<file path="src/rtl/qrfk_pkg.sv">
// Shared types, constants and slot arithmetic for the reversible word queue.
package qrfk_pkg;

   localparam int CAPACITY = 16;
   localparam int IDX_W    = $clog2(CAPACITY);
   localparam int SUM_W    = IDX_W + 1;
   localparam int CNT_W    = 5;
   localparam int K_W      = 5;
   localparam int WORD_W   = 32;

   localparam logic [1:0] OP_ENQ = 2'd0;
   localparam logic [1:0] OP_DEQ = 2'd1;
   localparam logic [1:0] OP_REV = 2'd2;

   localparam logic [1:0] STAT_OK      = 2'd0;
   localparam logic [1:0] STAT_FULL    = 2'd1;
   localparam logic [1:0] STAT_EMPTY   = 2'd2;
   localparam logic [1:0] STAT_INVALID = 2'd3;

   localparam logic [WORD_W-1:0] MINUS_ONE = '1;

   typedef struct packed {
      logic [1:0]               op;
      logic signed [WORD_W-1:0] value;
      logic [K_W-1:0]           k;
   } req_type;

   typedef struct packed {
      logic signed [WORD_W-1:0] data;
      logic [1:0]               status;
      logic [CNT_W-1:0]         count;
   } rsp_type;

   // physical slot of a queue offset, wrapping at CAPACITY
   function automatic logic [IDX_W-1:0] slot_of(input logic [IDX_W-1:0] base,
                                                input logic [IDX_W-1:0] off);
      logic [SUM_W-1:0] sum;
      sum = {1'b0, base} + {1'b0, off};
      if (sum >= SUM_W'(CAPACITY)) begin
         sum = sum - SUM_W'(CAPACITY);
      end
      return sum[IDX_W-1:0];
   endfunction

endpackage

</file>
<file path="src/rtl/queue_reverse_first_k.sv">
// Circular queue of signed words with in-place reversal of the first k entries.
// The request is accepted in S_IDLE and the response is registered out of S_DONE (reverse: see below).
// Enqueue, dequeue and rejected requests go from S_IDLE to S_DONE; one request in flight.
// Reverse swaps floor(k/2) pairs, one memory access per state: read a, read b, write a, write b.
// Reset (synchronous) empties the queue and drops any response; no memory clearing pass.
module queue_reverse_first_k
   import qrfk_pkg::*;
(
   input  logic    clock,
   input  logic    reset,
   input  logic    req_valid,
   output logic    req_stall,
   input  req_type req_payload,
   output logic    rsp_valid,
   input  logic    rsp_stall,
   output rsp_type rsp_payload
);

   localparam logic [2:0] S_IDLE = 3'd0;
   localparam logic [2:0] S_RD_A = 3'd1;
   localparam logic [2:0] S_RD_B = 3'd2;
   localparam logic [2:0] S_WR_A = 3'd3;
   localparam logic [2:0] S_WR_B = 3'd4;
   localparam logic [2:0] S_DONE = 3'd5;

   logic [2:0]        state_ff, state_in;
   logic [IDX_W-1:0]  head_ff, head_in;
   logic [CNT_W-1:0]  count_ff, count_in;
   logic [IDX_W-1:0]  lo_ff, lo_in;
   logic [IDX_W-1:0]  hi_ff, hi_in;
   logic [WORD_W-1:0] tmp_ff, tmp_in;
   logic [1:0]        status_ff, status_in;
   logic              use_rd_ff, use_rd_in;
   logic              rsp_valid_ff, rsp_valid_in;
   rsp_type           rsp_payload_ff, rsp_payload_in;

   logic [WORD_W-1:0] storage_ff [CAPACITY];
   logic [WORD_W-1:0] rd_data_ff;
   logic              mem_we, mem_re;
   logic [IDX_W-1:0]  mem_waddr, mem_raddr;
   logic [WORD_W-1:0] mem_wdata;

   logic              req_fire;
   logic [K_W-1:0]    k_m1;
   logic [SUM_W-1:0]  lo_p2;

   assign req_stall   = (state_ff != S_IDLE);
   assign req_fire    = req_valid && !req_stall;
   assign rsp_valid   = rsp_valid_ff;
   assign rsp_payload = rsp_payload_ff;
   assign k_m1        = req_payload.k - K_W'(1);
   assign lo_p2       = {1'b0, lo_ff} + SUM_W'(2);

   always_comb begin
      state_in       = state_ff;
      head_in        = head_ff;
      count_in       = count_ff;
      lo_in          = lo_ff;
      hi_in          = hi_ff;
      tmp_in         = tmp_ff;
      status_in      = status_ff;
      use_rd_in      = use_rd_ff;
      rsp_valid_in   = rsp_valid_ff;
      rsp_payload_in = rsp_payload_ff;
      mem_we         = 1'b0;
      mem_re         = 1'b0;
      mem_waddr      = '0;
      mem_raddr      = '0;
      mem_wdata      = '0;

      if (rsp_valid_ff && !rsp_stall) begin
         rsp_valid_in = 1'b0;
      end

      case (state_ff)
         S_IDLE: begin
            if (req_fire) begin
               status_in = STAT_OK;
               use_rd_in = 1'b0;
               state_in  = S_DONE;
               case (req_payload.op)
                  OP_ENQ: begin
                     if (count_ff == CNT_W'(CAPACITY)) begin
                        status_in = STAT_FULL;
                     end else begin
                        mem_we    = 1'b1;
                        mem_waddr = slot_of(head_ff, count_ff[IDX_W-1:0]);
                        mem_wdata = req_payload.value;
                        count_in  = count_ff + CNT_W'(1);
                     end
                  end
                  OP_DEQ: begin
                     if (count_ff == '0) begin
                        status_in = STAT_EMPTY;
                     end else begin
                        mem_re    = 1'b1;
                        mem_raddr = head_ff;
                        use_rd_in = 1'b1;
                        head_in   = slot_of(head_ff, IDX_W'(1));
                        count_in  = count_ff - CNT_W'(1);
                     end
                  end
                  OP_REV: begin
                     if (req_payload.k == '0 || req_payload.k > count_ff) begin
                        status_in = STAT_INVALID;
                     end else if (req_payload.k != K_W'(1)) begin
                        lo_in    = '0;
                        hi_in    = k_m1[IDX_W-1:0];
                        state_in = S_RD_A;
                     end
                  end
                  default: begin
                     status_in = STAT_INVALID;
                  end
               endcase
            end
         end
         S_RD_A: begin
            mem_re    = 1'b1;
            mem_raddr = slot_of(head_ff, lo_ff);
            state_in  = S_RD_B;
         end
         S_RD_B: begin
            // low word arrives now; fetch the high word
            mem_re    = 1'b1;
            mem_raddr = slot_of(head_ff, hi_ff);
            tmp_in    = rd_data_ff;
            state_in  = S_WR_A;
         end
         S_WR_A: begin
            mem_we    = 1'b1;
            mem_waddr = slot_of(head_ff, lo_ff);
            mem_wdata = rd_data_ff;
            state_in  = S_WR_B;
         end
         S_WR_B: begin
            mem_we    = 1'b1;
            mem_waddr = slot_of(head_ff, hi_ff);
            mem_wdata = tmp_ff;
            lo_in     = lo_ff + IDX_W'(1);
            hi_in     = hi_ff - IDX_W'(1);
            if (lo_p2 < {1'b0, hi_ff}) begin
               state_in = S_RD_A;
            end else begin
               state_in = S_DONE;
            end
         end
         S_DONE: begin
            if (!rsp_valid_ff || !rsp_stall) begin
               rsp_valid_in          = 1'b1;
               rsp_payload_in.data   = use_rd_ff ? $signed(rd_data_ff) : $signed(MINUS_ONE);
               rsp_payload_in.status = status_ff;
               rsp_payload_in.count  = count_ff;
               state_in              = S_IDLE;
            end
         end
         default: begin
            state_in = S_IDLE;
         end
      endcase
   end

   always_ff @(posedge clock) begin
      if (reset) begin
         state_ff     <= S_IDLE;
         head_ff      <= '0;
         count_ff     <= '0;
         rsp_valid_ff <= 1'b0;
      end else begin
         state_ff     <= state_in;
         head_ff      <= head_in;
         count_ff     <= count_in;
         rsp_valid_ff <= rsp_valid_in;
      end
   end

   always_ff @(posedge clock) begin
      lo_ff          <= lo_in;
      hi_ff          <= hi_in;
      tmp_ff         <= tmp_in;
      status_ff      <= status_in;
      use_rd_ff      <= use_rd_in;
      rsp_payload_ff <= rsp_payload_in;
   end

   always_ff @(posedge clock) begin
      if (mem_we) begin
         storage_ff[mem_waddr] <= mem_wdata;
      end
   end

   // read data holds between reads; dequeue result is taken from it later
   always_ff @(posedge clock) begin
      if (mem_re) begin
         rd_data_ff <= storage_ff[mem_raddr];
      end
   end

endmodule

</file>
<file path="config.mk">
export PLATFORM = sky130hd
export DESIGN_NAME = queue_reverse_first_k
export DESIGN_NICKNAME = d
export VERILOG_FILES = /design/src/rtl/qrfk_pkg.sv /design/src/rtl/queue_reverse_first_k.sv
export SDC_FILE = /design/constraint.sdc
export NUM_CORES = 1
export LEC_CHECK = 0
export ABC_CLOCK_PERIOD_IN_PS = 12600
export BUFFER_PORTS_ARGS = -buffer_cell sky130_fd_sc_hd__buf_2
export CAP_MARGIN = 20
export CORE_MARGIN = 2
export CORE_UTILIZATION = 40
export DETAILED_ROUTE_END_ITERATION = 6
export PLACE_DENSITY = 0.54
export SYNTH_ARGS = -nofsm -noshare
export SYNTH_HDL_FRONTEND = slang
export SYNTH_SLANG_ARGS = --single-unit
</file>
<file path="constraint.sdc">
create_clock -name clock -period 12.6 [get_ports clock]
set_input_delay 2.52 -clock clock [delete_from_list [all_inputs] [get_ports clock]]
set_output_delay 2.52 -clock clock [all_outputs]
set_load 0.005 [all_outputs]
</file>
**Word level (Yosys, flattened, before mapping)**

Memories as Yosys holds them, arrays and structs flattened. A register that Yosys moved wholly into a read port is not among the register bits.
Index checks and enable logic that the tools add are counted.

- Add/sub/neg operators: 14
- $lt $le $gt $ge: 6
- Equal/unequal tests: 16
- Multiplexer cells: 53
- Bitwise logic cells: 1
- Reduce and logical (&&, ||, !) cells: 22

Operator list:

| cell | count |
|---|---|
| $mux 32 | 3 |
| $pmux 32 s3 | 1 |
| $mux 4 | 18 |
| $pmux 4 s3 | 2 |
| $sub 4x1->4 const B | 6 |
| $ge 5x5->1 const B | 4 |
| $mux 3 | 6 |
| $pmux 3 s6 | 1 |
| $pmux 4 s2 | 2 |
| $add 4x4->5 | 3 |
| $mux 1 | 12 |
| $ne 2x2->1 const B | 6 |
| $logic_not 5->1 | 2 |
| $mux 5 | 2 |
| $pmux 5 s2 | 1 |
| $reduce_and 5->1 | 2 |
| $eq 3x2->1 const B | 2 |
| $eq 3x3->1 const B | 2 |
| $pmux 2 s3 | 1 |
| $reduce_and 2->1 | 3 |
| $add 4x1->5 const B | 1 |
| $add 4x2->5 const B | 1 |
| $add 5x1->5 const B | 1 |
| $eq 5x5->1 const B | 1 |
| 21 further kinds | 29 |

- Flip-flop bits (word level): 95
- Bits in writable memories: 512
- Input port bits: 43
- Memories: 1

Memory list:

| name | words | width | rd ports | clocked after Yosys merged registers in | wr ports | RTL line | text |
|---|---|---|---|---|---|---|---|
| storage_ff | 16 | 32 | 1 | 1 | 1 | queue_reverse_first_k.sv:37 | `logic [WORD_W-1:0] storage_ff [CAPACITY];` |

**Logic depth before layout (Yosys ltp)**

- Depth in word-level cells: 7
- Mapped depth: 14

**Worst setup path after synthesis**

Ideal clock, no wire load.

- Path kind: input to register
- Start: input port req_valid
- End: memory storage_ff[3][0] (enable)
- Library setup time: 421 ps
- Arrival time: 5209 ps
- Required time: 12179 ps
- Slack: 6969 ps
- Cell stages on the path: 6
- Path through: nand2_1 -> a2111oi_0 -> clkbuf_1 -> a222oi_1 -> or2_2 -> nor2_1

- Longest elaborated chain between the ends: 5

RTL lines:

| element | RTL line | text |
|---|---|---|
| start, declared | queue_reverse_first_k.sv:11 | `input logic req_valid,` |
| $logic_and 1x1->1 (*) | queue_reverse_first_k.sv:48 | `assign req_fire = req_valid && !req_stall;` |
| $mux 1 | queue_reverse_first_k.sv:77 | `if (req_fire) begin` |
| $pmux 1 s2 | queue_reverse_first_k.sv:75 | `case (state_ff)` |
| $mux 1 | queue_reverse_first_k.sv:187 | `if (mem_we) begin` |
| $mux 1 (implied by the code) | queue_reverse_first_k.sv:188 | `storage_ff[mem_waddr] <= mem_wdata;` |
| end, declared | queue_reverse_first_k.sv:37 |  |

Mark *: on every way between the ends. The rest lies on a longest branch, timed or not.

**Worst setup path in the final report**

- Start: input port req_payload[37] (netlist bit)
- End: register rd_data_ff[18] (read register of storage_ff), data pin

- Longest elaborated chain between the ends: 4

RTL lines:

| element | RTL line | text |
|---|---|---|
| start, declared | queue_reverse_first_k.sv:13 | `input req_type req_payload,` |
| $eq 2x1->1 (*) | queue_reverse_first_k.sv:81 | `case (req_payload.op)` |
| $mux 4 or $mux 1 (tied branches) | queue_reverse_first_k.sv:81 |  |
| $mux 4 or $mux 1 (tied branches) | queue_reverse_first_k.sv:77 |  |
| $pmux 4 s3 or $pmux 1 s2 (tied branches) | queue_reverse_first_k.sv:75 |  |
| end, declared | queue_reverse_first_k.sv:38 | `logic [WORD_W-1:0] rd_data_ff;` |

Marked as above.
A chain may end at the register's enable or synchronous reset.

==> key figures <==
Outcome
  – Outcome: finished with violations
  – Failing checks: design-rule violations

Logic synthesis
  – Syn Inst Count: 1534
  – Synth cell types: 49
  – Area leader, netlist: edfxtp_1
  – Post-synth EDFFs: 626
  – Synth top area cells: edfxtp_1, mux2i_1, a22oi_1
  – Post-synth top area share: 72.96%
  – Most common cell in the synthesized netlist: edfxtp_1
  – Fraction of the yosys area taken by sequential cells: 73.97%
  – Ys flop type: edfxtp_1
  – Yosys warning total: 0
  – Register bit count reported by yosys: 639
  – Synth top cells by count: edfxtp_1, mux2i_1, a22oi_1
  – Post-synth ARST share: 0%
  – Mapped Area: 0.02577 mm2
  – Post-Syn Nets: 1605
  – Mean Syn Cell Area: 16.80 um2

Timing
  – Setup TNS: 0 ns
  – Final Skew: 0.02523 ns
  – Final hold vios: 0
  – Final Max Tran Viols: 0
  – Part of the cycle the worst path needs: 46.31%
  – Unrepaired setup endpoints after global routing: no
  – Slew @ Worst Pin: 1.026 ns
  – Fmax: 0.1714 GHz
  – WHS: 0.4169 ns
  – Slew headroom: 31.63%
  – Endpoints failing setup: 0
  – Final min period: 5.835 ns

Route
  – Antenna-violating nets left: 0
  – Total wire length: 64630 um
  – Drt wl/cell: 25.38 um
  – DR vias/cell: 5.519
  – DRC: 19
  – Vias: 14050
  – DR iter-0 viols: 1429
  – Drt pass-1 iters: 7

Die
  – DIE WIDTH: 257.8 um
  – Io pins: 84
  – Starting Density: 40.19%
  – DIE AREA: 0.06646 mm2
  – Site Rows: 93
  – Core area: 0.06412 mm2
  – Die span in y: 257.8 um

Min path
  – Hold Crit Class: reg2reg

Clock network
  – CTS Hold Buffers Added: 0
  – Post_cts resized: 0
  – Clock input transition at the sequential cells of the worst setup and hold paths: 0.06 ns
  – CTS tree: built
  – Clock Latency Late Sink: 0.61 ns
  – H-tree depth: 3
  – CTS sink count: 639
  – Number of setup buffers added after CTS: 0
  – Clk buf depth: 3
  – Root Driver: clkbuf_16
  – Num CTS Buffers: 69

Final layout
  – Design area: 0.02940 mm2
  – Nets: 1710
  – ANT cells: 0
  – Area growth syn-to-layout: 14.10%
  – Finished Core Util: 45.85%
  – Finished Layout Cells: 2546
  – Fillers: 5470
  – Share of layout cells above drive strength 1: 14.43%

Placed design
  – IO Port Bufs: 83
  – HPWL after detailed placement: 33710 um
  – Cells after DPL: 2423
  – Placed Instance Area: 0.02724 mm2
  – Routability Congestion: 0.7480

Critical path
  – Crit start category: primary input
  – Worst-path cell chain: buf_2 > nor2b_1 > o211a_1 > a21oi_4 > buf_4 > buf_4 > and2_2 > buf_4 > a22oi_1 > a21oi_1 > a21oi_1
  – CP required: 12.91 ns
  – Worst setup path class: in2reg
  – CP most frequent cell: buf_4
  – CP endpoint kind: flop
  – CP arrival: 6.15 ns
  – Crit path max-delay cell type: and2_2
  – Delay of the slowest critical-path stage: 0.71 ns
  – Crit-path max FO: 37
  – Largest delay share family, worst path: buffers and inverters
  – Worst path bufs/invs: 4

Power and ir drop
  – Leak: 0.01148 uW
  – Peak supply drop: 0.0001151 V
  – Power density cells: 229.1 mW/mm2

GRT
  – First-pass GRT wire length: 95160 um
  – Gr ovfl total: 0
  – Vias in the first global route: 14000
  – Initial antenna violation count: 1
  – Largest net degree at the start of global routing: 113
  – GR Util All Layers: 19.51%

Flow run
  – Maxcap violations: 0
==> flip-flops by register name, indices dropped and copies added, names as in the netlist, 3 cells and up <==
signal	cells
storage_ff	512
rsp_payload	39
rd_data_ff	32
tmp_ff	32
count_ff	5
head_ff	4
hi_ff	4
lo_ff	4
state_ff	3
==> cells by family (layout without fill, tap and decap cells) <==
logic type / Yosys count / count (layout) / synth area share [%]
flops: 639 / 639 / 73.97
mux: 262 / 262 / 10.18
compound gates: 251 / 251 / 7.206
simple gates: 196 / 196 / 3.656
buf+inv: 133 / 290 / 2.666
fa+ha+maj: 28 / 28 / 1.476
xor+xnor: 25 / 25 / 0.8498
==> per-layer routing <==
metal / wire [um] / up-vias / global-route usage, %
met1: 29900 / 7245 / 28.94
li1: - / 6256 / -
met4: 1253 / 0 / 5.668
met5: 0 / - / 0
met3: 4223 / 79 / 2.945
met2: 29240 / 472 / 29.88
==> cell usage in the layout (no fill, tap or decap), types with 21 or more instances in the layout <==
cell / synthesis / routed
buf_4: 23 / 36
ha_1: 24 / 24
o21ai_1: 21 / 21
a221o_1: 21 / 21
a222oi_1: 35 / 35
nand2_1: 68 / 68
a22oi_1: 86 / 86
mux2i_1: 262 / 262
inv_1: 47 / 47
edfxtp_1: 626 / 626
nand2b_1: 37 / 37
nand3_1: 25 / 25
a21oi_1: 57 / 56
buf_2: 15 / 83
clkbuf_16: 0 / 70
==> power breakdown <==
part	leakage, uW	switching, uW	internal (uW)
Sequential	0.00587	134	2860
Combinational	0.00456	1190	582
Clock	0.00105	817	1140
Total	0.0115	2150	4590
==> cell type report <==
cell class                      count  area [um2]  area share (%)
Clock buffer                       84        1804           6.137
Clock inverter                     39       357.8           1.217
Inverter                           47       176.4          0.6001
Multi-Input combinational cell    762        6227           21.18
Sequential cell                   639       19060           64.83
Tap cell                          855        1070           3.639
Timing Repair Buffer              120       705.7           2.400
==> path summary, 6_finish.rpt <==
path | startpoint | endpoint | slack, ns | cells after the start
hold reg to reg | status_ff[0] | rsp_payload[5] | 0.42 | 0
setup reg to reg | state_ff[2] | rd_data_ff[18] | 7.78 | 12
hold / removal | status_ff[0] | rsp_payload[5] | 0.42 | 0
setup / recovery | req_payload[37] | rd_data_ff[18] | 6.76 | 11
==> through the flow <==
stage | setup slack (ns) | total power (uW)
3_3_place_gp | 6.203 | 4793
4_1_cts | 6.756 | 6795
6_report | 6.765 | 6734
3_5_place_dp | 6.119 | 4829
5_1_grt | 6.527 | 7045
2_1_floorplan | 6.969 | 4216
Note: power is estimated with default switching activity, not from simulation.
